<file path="src/rtl/core/sync_frame_deframer_crc16_unit_macros.svh">
// assertion macros used by the deframer frame logic
`ifndef SYNC_FRAME_DEFRAMER_CRC16_UNIT_MACROS_SVH
`define SYNC_FRAME_DEFRAMER_CRC16_UNIT_MACROS_SVH

// same-cycle implication, checked outside reset
`define SFD_ASSERT_NOW(label, ante, cons, msg) \
  label: assert property (@(posedge clk) disable iff (rst) (ante) |-> (cons)) \
    else $error(msg);

// next-cycle implication, checked outside reset
`define SFD_ASSERT_NEXT(label, ante, cons, msg) \
  label: assert property (@(posedge clk) disable iff (rst) (ante) |=> (cons)) \
    else $error(msg);

`endif

</file>
<file path="src/rtl/core/sfd_pkg.sv">
// package: constants, types and crc step for the sync frame deframer
package sfd_pkg;

  localparam int FRAME_LEN_DEF    = 64;
  localparam int BUFFER_DEPTH_DEF = 256;

  localparam logic [15:0] CRC_INIT   = 16'hFFFF;
  localparam logic [15:0] CRC_POLY   = 16'hA001;
  localparam logic [7:0]  SYNC_RESET = 8'hAA;

  typedef struct packed {
    logic       valid;
    logic [7:0] data;
  } stage_t;

  typedef struct packed {
    logic [7:0] frame_byte;
    logic [7:0] byte_offset;
    logic       last;
    logic       crc_ok;
    logic       aborted;
  } result_t;

  // crc-16/modbus update over one byte, lsb first
  function automatic logic [15:0] crc_byte(input logic [15:0] crc_in, input logic [7:0] b);
    logic [15:0] c;
    c = crc_in ^ {8'h00, b};
    for (int k = 0; k < 8; k++) begin
      c = c[0] ? ((c >> 1) ^ CRC_POLY) : (c >> 1);
    end
    return c;
  endfunction

endpackage

</file>
<file path="src/rtl/core/sfd_ifs.sv">
// valid/ready channel interfaces for received bytes and frame results
interface sfd_in_if;
  logic       valid;
  logic       ready;
  logic [7:0] rx_byte;

  modport source (output valid, output rx_byte, input ready);
  modport sink (input valid, input rx_byte, output ready);
endinterface

interface sfd_out_if;
  logic       valid;
  logic       ready;
  logic [7:0] frame_byte;
  logic [7:0] byte_offset;
  logic       last;
  logic       crc_ok;
  logic       aborted;

  modport source (output valid, output frame_byte, output byte_offset, output last,
                  output crc_ok, output aborted, input ready);
  modport sink (input valid, input frame_byte, input byte_offset, input last,
                input crc_ok, input aborted, output ready);
endinterface

</file>
<file path="src/rtl/core/sfd_in_stage.sv">
// input register for received bytes
module sfd_in_stage (
  input  logic            clk,
  input  logic            rst,
  sfd_in_if.sink          rx,
  input  logic            advance,
  output sfd_pkg::stage_t held
);

  sfd_pkg::stage_t stage;

  assign rx.ready = !stage.valid || advance;
  assign held     = stage;

  always_ff @(posedge clk) begin
    if (rst) begin
      stage.valid <= 1'b0;
    end else if (rx.valid && rx.ready) begin
      stage.valid <= 1'b1;
    end else if (advance) begin
      stage.valid <= 1'b0;
    end
    if (rx.valid && rx.ready) begin
      stage.data <= rx.rx_byte;
    end
  end

endmodule

</file>
<file path="src/rtl/core/sfd_frame_logic.sv">
// frame hunt, offset tracking, crc check and overflow abort
`include "sync_frame_deframer_crc16_unit_macros.svh"

module sfd_frame_logic #(
  parameter int FRAME_LEN    = sfd_pkg::FRAME_LEN_DEF,
  parameter int BUFFER_DEPTH = sfd_pkg::BUFFER_DEPTH_DEF
) (
  input  logic             clk,
  input  logic             rst,
  input  logic             step,
  input  logic [7:0]       byte_in,
  input  logic [7:0]       sync_value,
  output logic             res_valid,
  output sfd_pkg::result_t res
);

  localparam int HC_W = $clog2(BUFFER_DEPTH);
  localparam logic [HC_W-1:0] HELD_MAX   = HC_W'(BUFFER_DEPTH - 1);
  localparam logic [7:0]      LAST_POS   = 8'(FRAME_LEN - 1);
  localparam logic [7:0]      CRC_LO_POS = 8'(FRAME_LEN - 2);

  logic [HC_W-1:0] held_count, held_count_next;
  logic            in_frame, in_frame_next;
  logic [7:0]      frame_pos, frame_pos_next;
  logic [15:0]     crc_acc, crc_acc_next;
  logic            low_match, low_match_next;

  always_comb begin
    held_count_next = held_count;
    in_frame_next   = in_frame;
    frame_pos_next  = frame_pos;
    crc_acc_next    = crc_acc;
    low_match_next  = low_match;
    res_valid       = 1'b0;
    res             = '0;
    if (held_count >= HELD_MAX) begin
      held_count_next = '0;
      in_frame_next   = 1'b0;
      frame_pos_next  = '0;
      crc_acc_next    = sfd_pkg::CRC_INIT;
      low_match_next  = 1'b0;
      res_valid       = 1'b1;
      res.aborted     = 1'b1;
    end else begin
      held_count_next = held_count + 1'b1;
      if (!in_frame) begin
        if (byte_in == sync_value) begin
          in_frame_next  = 1'b1;
          frame_pos_next = 8'd1;
          crc_acc_next   = sfd_pkg::CRC_INIT;
          low_match_next = 1'b0;
          res_valid      = 1'b1;
          res.frame_byte = byte_in;
        end
      end else if (frame_pos >= LAST_POS) begin
        held_count_next = '0;
        in_frame_next   = 1'b0;
        frame_pos_next  = '0;
        crc_acc_next    = sfd_pkg::CRC_INIT;
        low_match_next  = 1'b0;
        res_valid       = 1'b1;
        res.frame_byte  = byte_in;
        res.byte_offset = frame_pos;
        res.last        = 1'b1;
        res.crc_ok      = low_match && (byte_in == crc_acc[15:8]);
      end else begin
        if (frame_pos == CRC_LO_POS) begin
          low_match_next = (byte_in == crc_acc[7:0]);
        end else begin
          crc_acc_next = sfd_pkg::crc_byte(crc_acc, byte_in);
        end
        frame_pos_next  = frame_pos + 8'd1;
        res_valid       = 1'b1;
        res.frame_byte  = byte_in;
        res.byte_offset = frame_pos;
      end
    end
  end

  always_ff @(posedge clk) begin
    if (rst) begin
      held_count <= '0;
      in_frame   <= 1'b0;
      frame_pos  <= '0;
      crc_acc    <= sfd_pkg::CRC_INIT;
      low_match  <= 1'b0;
    end else if (step) begin
      held_count <= held_count_next;
      in_frame   <= in_frame_next;
      frame_pos  <= frame_pos_next;
      crc_acc    <= crc_acc_next;
      low_match  <= low_match_next;
    end
  end

  `SFD_ASSERT_NOW(a_held_bound, 1'b1, held_count <= HELD_MAX,
                  "held count beyond buffer depth")
  `SFD_ASSERT_NOW(a_pos_hunting, !in_frame, frame_pos == 8'd0,
                  "frame position nonzero while hunting")
  `SFD_ASSERT_NOW(a_last_offset, res_valid && res.last,
                  !res.aborted && res.byte_offset == LAST_POS,
                  "last item not at final frame offset")
  `SFD_ASSERT_NEXT(a_last_rehunt, step && res_valid && (res.last || res.aborted),
                   !in_frame && held_count == '0,
                   "block not hunting after frame end or abort")

endmodule

</file>
<file path="src/rtl/core/sfd_out_stage.sv">
// result register toward the receiver
module sfd_out_stage (
  input  logic             clk,
  input  logic             rst,
  input  logic             load,
  input  sfd_pkg::result_t res,
  sfd_out_if.source        tx,
  output logic             free
);

  logic             valid;
  sfd_pkg::result_t data;

  assign free           = !valid || tx.ready;
  assign tx.valid       = valid;
  assign tx.frame_byte  = data.frame_byte;
  assign tx.byte_offset = data.byte_offset;
  assign tx.last        = data.last;
  assign tx.crc_ok      = data.crc_ok;
  assign tx.aborted     = data.aborted;

  always_ff @(posedge clk) begin
    if (rst) begin
      valid <= 1'b0;
    end else if (load) begin
      valid <= 1'b1;
    end else if (tx.ready) begin
      valid <= 1'b0;
    end
  end

  always_ff @(posedge clk) begin
    if (load) begin
      data <= res;
    end
  end

endmodule

</file>
<file path="src/rtl/core/sync_frame_deframer_crc16_unit.sv">
// top level: sync-byte fixed-length deframer with crc-16/modbus check
//
// rx carries received bytes, one item per byte, valid/ready handshake.
// tx carries one item per frame byte: the byte, its offset (sync byte is
// offset 0), last on the final byte with crc_ok, or an aborted item with
// all other fields zero when the held-byte count reaches BUFFER_DEPTH - 1.
// Bytes seen while hunting for the sync value give no tx item.
// cfg_we/cfg_wdata write the sync value; write it only while idle.
// Path: an accepted byte is held in the input register, processed by the
// frame logic and registered in the result register that drives tx.
// Throughput: one byte per cycle unless tx stalls; the crc update over a
// byte is a single pass of xor logic from the input register into crc_acc.
// When tx stalls, the result register holds its item and the input
// register holds one more byte; rx ready drops once both are full.
// Reset clears the frame state, empties both registers and sets the sync
// value to 0xAA.
module sync_frame_deframer_crc16_unit #(
  parameter int FRAME_LEN    = sfd_pkg::FRAME_LEN_DEF,
  parameter int BUFFER_DEPTH = sfd_pkg::BUFFER_DEPTH_DEF
) (
  input  logic       clk,
  input  logic       rst,
  sfd_in_if.sink     rx,
  sfd_out_if.source  tx,
  input  logic       cfg_we,
  input  logic [7:0] cfg_wdata
);

  logic             [7:0] sync_value;
  sfd_pkg::stage_t  held;
  sfd_pkg::result_t res;
  logic             res_valid;
  logic             out_free;
  logic             advance;

  always_ff @(posedge clk) begin
    if (rst) begin
      sync_value <= sfd_pkg::SYNC_RESET;
    end else if (cfg_we) begin
      sync_value <= cfg_wdata;
    end
  end

  assign advance = held.valid && out_free;

  sfd_in_stage u_in (
    .clk     (clk),
    .rst     (rst),
    .rx      (rx),
    .advance (advance),
    .held    (held)
  );

  sfd_frame_logic #(
    .FRAME_LEN    (FRAME_LEN),
    .BUFFER_DEPTH (BUFFER_DEPTH)
  ) u_logic (
    .clk        (clk),
    .rst        (rst),
    .step       (advance),
    .byte_in    (held.data),
    .sync_value (sync_value),
    .res_valid  (res_valid),
    .res        (res)
  );

  sfd_out_stage u_out (
    .clk  (clk),
    .rst  (rst),
    .load (advance && res_valid),
    .res  (res),
    .tx   (tx),
    .free (out_free)
  );

endmodule
</file>
<file path="src/flat_wrapper.sv">
// flat-port wrapper written by rule: the top's interface ports become plain ports
module sync_frame_deframer_crc16_unit_flat 
#(
  parameter int FRAME_LEN    = sfd_pkg::FRAME_LEN_DEF,
  parameter int BUFFER_DEPTH = sfd_pkg::BUFFER_DEPTH_DEF
)
  (clk, rst, cfg_we, cfg_wdata, rx_valid, rx_rx_byte, rx_ready, tx_valid, tx_frame_byte, tx_byte_offset, tx_last, tx_crc_ok, tx_aborted, tx_ready);
  sfd_in_if rx_i ();
  sfd_out_if tx_i ();
  input  logic clk;
  input  logic rst;
  input  logic cfg_we;
  input  logic [7:0] cfg_wdata;
  input wire logic [$bits(rx_i.valid)-1:0] rx_valid;
  input wire logic [$bits(rx_i.rx_byte)-1:0] rx_rx_byte;
  output wire logic [$bits(rx_i.ready)-1:0] rx_ready;
  output wire logic [$bits(tx_i.valid)-1:0] tx_valid;
  output wire logic [$bits(tx_i.frame_byte)-1:0] tx_frame_byte;
  output wire logic [$bits(tx_i.byte_offset)-1:0] tx_byte_offset;
  output wire logic [$bits(tx_i.last)-1:0] tx_last;
  output wire logic [$bits(tx_i.crc_ok)-1:0] tx_crc_ok;
  output wire logic [$bits(tx_i.aborted)-1:0] tx_aborted;
  input wire logic [$bits(tx_i.ready)-1:0] tx_ready;
  assign rx_i.valid = rx_valid;
  assign rx_i.rx_byte = rx_rx_byte;
  assign rx_ready = rx_i.ready;
  assign tx_valid = tx_i.valid;
  assign tx_frame_byte = tx_i.frame_byte;
  assign tx_byte_offset = tx_i.byte_offset;
  assign tx_last = tx_i.last;
  assign tx_crc_ok = tx_i.crc_ok;
  assign tx_aborted = tx_i.aborted;
  assign tx_i.ready = tx_ready;
  sync_frame_deframer_crc16_unit #(.FRAME_LEN(FRAME_LEN), .BUFFER_DEPTH(BUFFER_DEPTH)) u_core (.clk(clk), .rst(rst), .rx(rx_i), .tx(tx_i), .cfg_we(cfg_we), .cfg_wdata(cfg_wdata));
endmodule
</file>
<file path="config.mk">
export PLATFORM = sky130hd
export DESIGN_NAME = sync_frame_deframer_crc16_unit_flat
export DESIGN_NICKNAME = d
export VERILOG_FILES = /design/src/rtl/core/sfd_pkg.sv /design/src/rtl/core/sfd_ifs.sv /design/src/rtl/core/sfd_in_stage.sv /design/src/rtl/core/sfd_frame_logic.sv /design/src/rtl/core/sfd_out_stage.sv /design/src/rtl/core/sync_frame_deframer_crc16_unit.sv /design/src/flat_wrapper.sv
export VERILOG_INCLUDE_DIRS = /design/src /design/src/rtl/core
export SDC_FILE = /design/constraint.sdc
export NUM_CORES = 1
export LEC_CHECK = 0
export BUFFER_PORTS_ARGS = -buffer_cell sky130_fd_sc_hd__buf_2
export CORE_MARGIN = 2
export CORE_UTILIZATION = 57
export CTS_BUF_LIST = sky130_fd_sc_hd__clkbuf_16
export DETAILED_ROUTE_END_ITERATION = 12
export HOLD_SLACK_MARGIN = 0.03
export PLACE_DENSITY = 0.76
export SYNTH_ARGS = -nofsm -noshare
export SYNTH_HDL_FRONTEND = slang
export SYNTH_SLANG_ARGS = --single-unit
</file>
<file path="constraint.sdc">
create_clock -name clk -period 2.7 [get_ports clk]
set_input_delay 0.54 -clock clk [delete_from_list [all_inputs] [get_ports clk]]
set_output_delay 0.54 -clock clk [all_outputs]
set_load 0.05 [all_outputs]
</file>
==> impl_metrics.env <==
export IMPL_final_setup_viol_count=0
export IMPL_arrival_ns=2.74
export IMPL_cts_buffers_inserted=9
export IMPL_reg2reg_from="u_core.u_in.held[1]"
export IMPL_vias=2369
export IMPL_io_buffer_count=41
export IMPL_clkLatencyLatePin_ns=0.33
export IMPL_holdPathEnd="u_core.u_in.held[6]"
export IMPL_grt_pass1_wl_mm=11.0
export IMPL_min_path_type="in -> reg"
export IMPL_syn2layout_area_growth_pct=17.1
export IMPL_syn_avg_cell_area_um2=11.3
export IMPL_cts_tree="built"
export IMPL_grtUsageTotal=0.230
export IMPL_cellLeakagePower_uw=0.00161
export IMPL_seq_area_frac_synth=0.513
export IMPL_cp_required_ns=2.92
export IMPL_syn_cell_area_um2=3300
export IMPL_met1_usage=0.302
export IMPL_crit_fanout=4
export IMPL_slowest_delay_ns=0.49
export IMPL_yosysWarnings=0
export IMPL_rows=27
export IMPL_synth_ff_type="dfxtp_1"
export IMPL_timing_rr_end="u_core.u_logic.crc_acc[0]"
export IMPL_dpl_cell_area_um2=3560
export IMPL_status="finished, final reports clean"
export IMPL_path_clk_slew_ns=0.06
export IMPL_dp_hpwl_mm=4.31
export IMPL_viasPerCell=5.75
export IMPL_r2r_cells=8
export IMPL_yosys_register_bits=71
export IMPL_final_setup_tns_ns=0
export IMPL_overflow=0
export IMPL_fmax_ghz=0.397
export IMPL_max_clock_path_buffers=2
export IMPL_utilization=0.697
export IMPL_first_pass_iters=5
export IMPL_rrSetupSlack_ns=0.18
export IMPL_synthesis_nets=318
export IMPL_switching_share=0.226
export IMPL_slew_violations=0
export IMPL_io_pin_count=42
export IMPL_crit_top_cell="xnor3_1"
export IMPL_wl_mm=6.38
export IMPL_clkPwrFrac=0.459
export IMPL_drv_cap=0
export IMPL_worstPathCellList="xnor2_2 > ha_1 > xnor3_1 > xnor3_2 > xnor3_1 > xor2_1 > nor3_1 > o21bai_1"
export IMPL_worstHoldPathCells=1
export IMPL_dieWidth_um=80.1
export IMPL_critPathCaptureType="flop"
export IMPL_combPwrFrac=0.078
export IMPL_clockRootBuffer="clkbuf_16"
export IMPL_async_flop_share=0
export IMPL_finalHoldViolCount=0
export IMPL_switchingPower_uw=565
export IMPL_critPathKind="reg -> reg"
export IMPL_gp_congestion=0.862
export IMPL_power_uw=2500
export IMPL_floorplan_die_height_um=80.1
export IMPL_grt_pass1_vias=2314
export IMPL_skew_ns=0.00698
export IMPL_syn_inst=291
export IMPL_ctsHoldBuffers=0
export IMPL_clock_sinks=71
export IMPL_start_util=0.595
export IMPL_crit_slowest_cell="edfxtp_1"
export IMPL_wl_per_cell_um=15.5
export IMPL_rsz0062_at_grt="false"
export IMPL_grt_max_degree=28
export IMPL_seq_power_share=0.463
export IMPL_die_area_um2=6410
export IMPL_worstMarginPinSlew_ns=0.578
export IMPL_use_met2=0.341
export IMPL_p_per_area_nw_per_um2=648
export IMPL_grt_antenna_before_repair=0
export IMPL_core_um2=5540
export IMPL_cellInternalPower_uw=1940
export IMPL_drc_errors=0
export IMPL_use_met3=0.0629
export IMPL_h_tree_depth=3
export IMPL_fin_crit_ns=2.52
export IMPL_ant_nets=0
export IMPL_relSlewSlack=0.614
export IMPL_yosysUniqueCellTypes=49
export IMPL_drive_gt1_frac=0.226
export IMPL_n_antenna_cell=0
export IMPL_ir_worst_vdd_mv=0.637
export IMPL_fin_nets=362
export IMPL_first_iter_violations=252
export IMPL_hp_start="rx_rx_byte[6]"
export IMPL_min_period_over_period=0.933
export IMPL_synth_edf_count=27
export IMPL_worst_setup_path_start_kind="flop"
export IMPL_finalInstanceArea_um2=3860
export IMPL_grt_busiest_layer="met2"
==> flip-flops by register name (all words and copies together) (netlist names) <==
register / flops
u_core.u_logic.crc_acc: 16
u_core.u_in.held: 9
u_core.u_out.tx.crc_ok: 1
u_core.u_out.tx.valid: 1
u_core.u_out.tx.byte_offset: 8
u_core.u_logic.held_count: 8
u_core.u_out.tx.last: 1
u_core.u_logic.low_match: 1
u_core.sync_value: 8
u_core.u_logic.frame_pos: 8
u_core.u_out.tx.aborted: 1
u_core.u_logic.in_frame: 1
u_core.u_out.tx.frame_byte: 8
==> worst max-delay path, delay by kind of cell, from the launching register on <==
kind,cells,cell delay (ns)
flip-flops,1,0.49
adder cells (fa/ha/maj),1,0.34
AND/OR/NAND/NOR,1,0.14
AO/OA/AOI/OAI,1,0.08
XOR/XNOR,5,1.36
==> power by group through the flow <==
stage / clock [uW] / combinational (uW) / sequential (uW)
floorplan: 0 / 159 / 1170
global placement: 0 / 190 / 1180
detailed placement: 0 / 194 / 1180
CTS: 1150 / 195 / 1160
global route: 1220 / 214 / 1160
finish: 1150 / 195 / 1160
==> worst max path at each step <==
stage / cells past startpoint / endpoint / slack [ns] / startpoint
after floorplan: 8 / u_core.u_logic.crc_acc[0] / 0.33 / u_core.u_in.held[1]
after global placement: 8 / u_core.u_logic.crc_acc[0] / 0.25 / u_core.u_in.held[0]
after detailed placement: 8 / u_core.u_logic.crc_acc[0] / 0.16 / u_core.u_in.held[0]
after CTS: 8 / u_core.u_logic.crc_acc[0] / 0.15 / u_core.u_in.held[0]
after global routing: 8 / u_core.u_logic.crc_acc[0] / 0.05 / u_core.u_in.held[1]
final: 8 / u_core.u_logic.crc_acc[0] / 0.18 / u_core.u_in.held[1]
==> layer usage <==
metal	share of wire	vias up
met5	0	-
met4	0.034	0
met3	0.066	21
met2	0.43	88
met1	0.47	1104
li1	-	1156
==> through the flow <==
stage / worst slack [ns] / hold WS [ns] / cells
4_1_cts: 0.152 / 0.375 / 412
5_1_grt: 0.0528 / 0.372 / 412
2_1_floorplan: 0.328 / 0.444 / 291
3_5_place_dp: 0.160 / 0.468 / 396
3_3_place_gp: 0.249 / 0.453 / 396
6_report: 0.181 / 0.382 / 412
==> what timing repair did <==
item / 4_1_cts / 5_1_grt
endpoints found under the setup margin: 0 / 1
buffers inserted: 0 / 0
gates resized for setup: 0 / 2
==> layout make-up <==
cell class | instances | area (um2)
clock buffers | 9 | 225
clock inverters | 7 | 63.8
fillers | 439 | 1680
inverters | 6 | 27.5
multi-input cells | 201 | 1520
flip-flops and latches | 71 | 1690
well taps | 72 | 90.1
repair buffers | 46 | 243
==> cell families after synthesis <==
| logic type | Yosys count | synth area share |
|---|---|---|
| AOI/OAI and AO/OA | 52 | 0.127 |
| xor gates and xnor gates | 40 | 0.126 |
| adders and majority gates | 6 | 0.0228 |
| buffers and inverters | 19 | 0.0307 |
| DFF | 71 | 0.513 |
| muxes | 4 | 0.0121 |
| and+or+nand+nor | 99 | 0.169 |
==> placed cells by master (no fill, tap or decap), drive strengths merged, types with 2 or more instances in the layout <==
| cell type | synthesis | final |
|---|---|---|
| buf | 6 | 46 |
| dfxtp | 44 | 44 |
| edfxtp | 27 | 27 |
| xnor2 | 25 | 25 |
| nor2 | 19 | 19 |
| and3 | 19 | 19 |
| a21oi | 14 | 14 |
| nand2 | 14 | 14 |
| xor2 | 12 | 12 |
| nor2b | 11 | 11 |
| a221o | 11 | 11 |
| clkbuf | 7 | 9 |
| nand3 | 9 | 9 |
| o21ai | 7 | 7 |
| or4 | 6 | 6 |
| ha | 6 | 6 |
| inv | 6 | 6 |
| a211o | 5 | 5 |
| nor4 | 5 | 5 |
| o21bai | 5 | 5 |
| clkinv | 0 | 5 |
| mux2i | 4 | 4 |
| and2 | 3 | 3 |
| a211oi | 3 | 3 |
| nor3 | 3 | 3 |
| xnor3 | 3 | 3 |
| nand2b | 2 | 2 |
| nand4 | 2 | 2 |
| nor3b | 2 | 2 |
| or3 | 2 | 2 |
==> synth_stat cells, drive strengths merged, types with 3 or more instances <==
cell | n | area (um2)
mux2i | 4 | 40.0
or4 | 6 | 45.0
nor2b | 11 | 68.8
dfxtp | 44 | 881
clkbuf | 7 | 26.3
and3 | 19 | 120
a221o | 11 | 110
inv | 6 | 27.5
nor3 | 3 | 15.0
xor2 | 12 | 105
buf | 6 | 47.5
o21ai | 7 | 38.8
nand3 | 9 | 55.1
a211o | 5 | 43.8
o21bai | 5 | 37.5
xnor2 | 25 | 241
ha | 6 | 75.1
xnor3 | 3 | 68.8
a211oi | 3 | 22.5
nor2 | 19 | 71.3
and2 | 3 | 18.8
nor4 | 5 | 31.3
a21oi | 14 | 70.1
edfxtp | 27 | 811
nand2 | 14 | 57.6
Note: power is estimated with default switching activity, not from simulation.
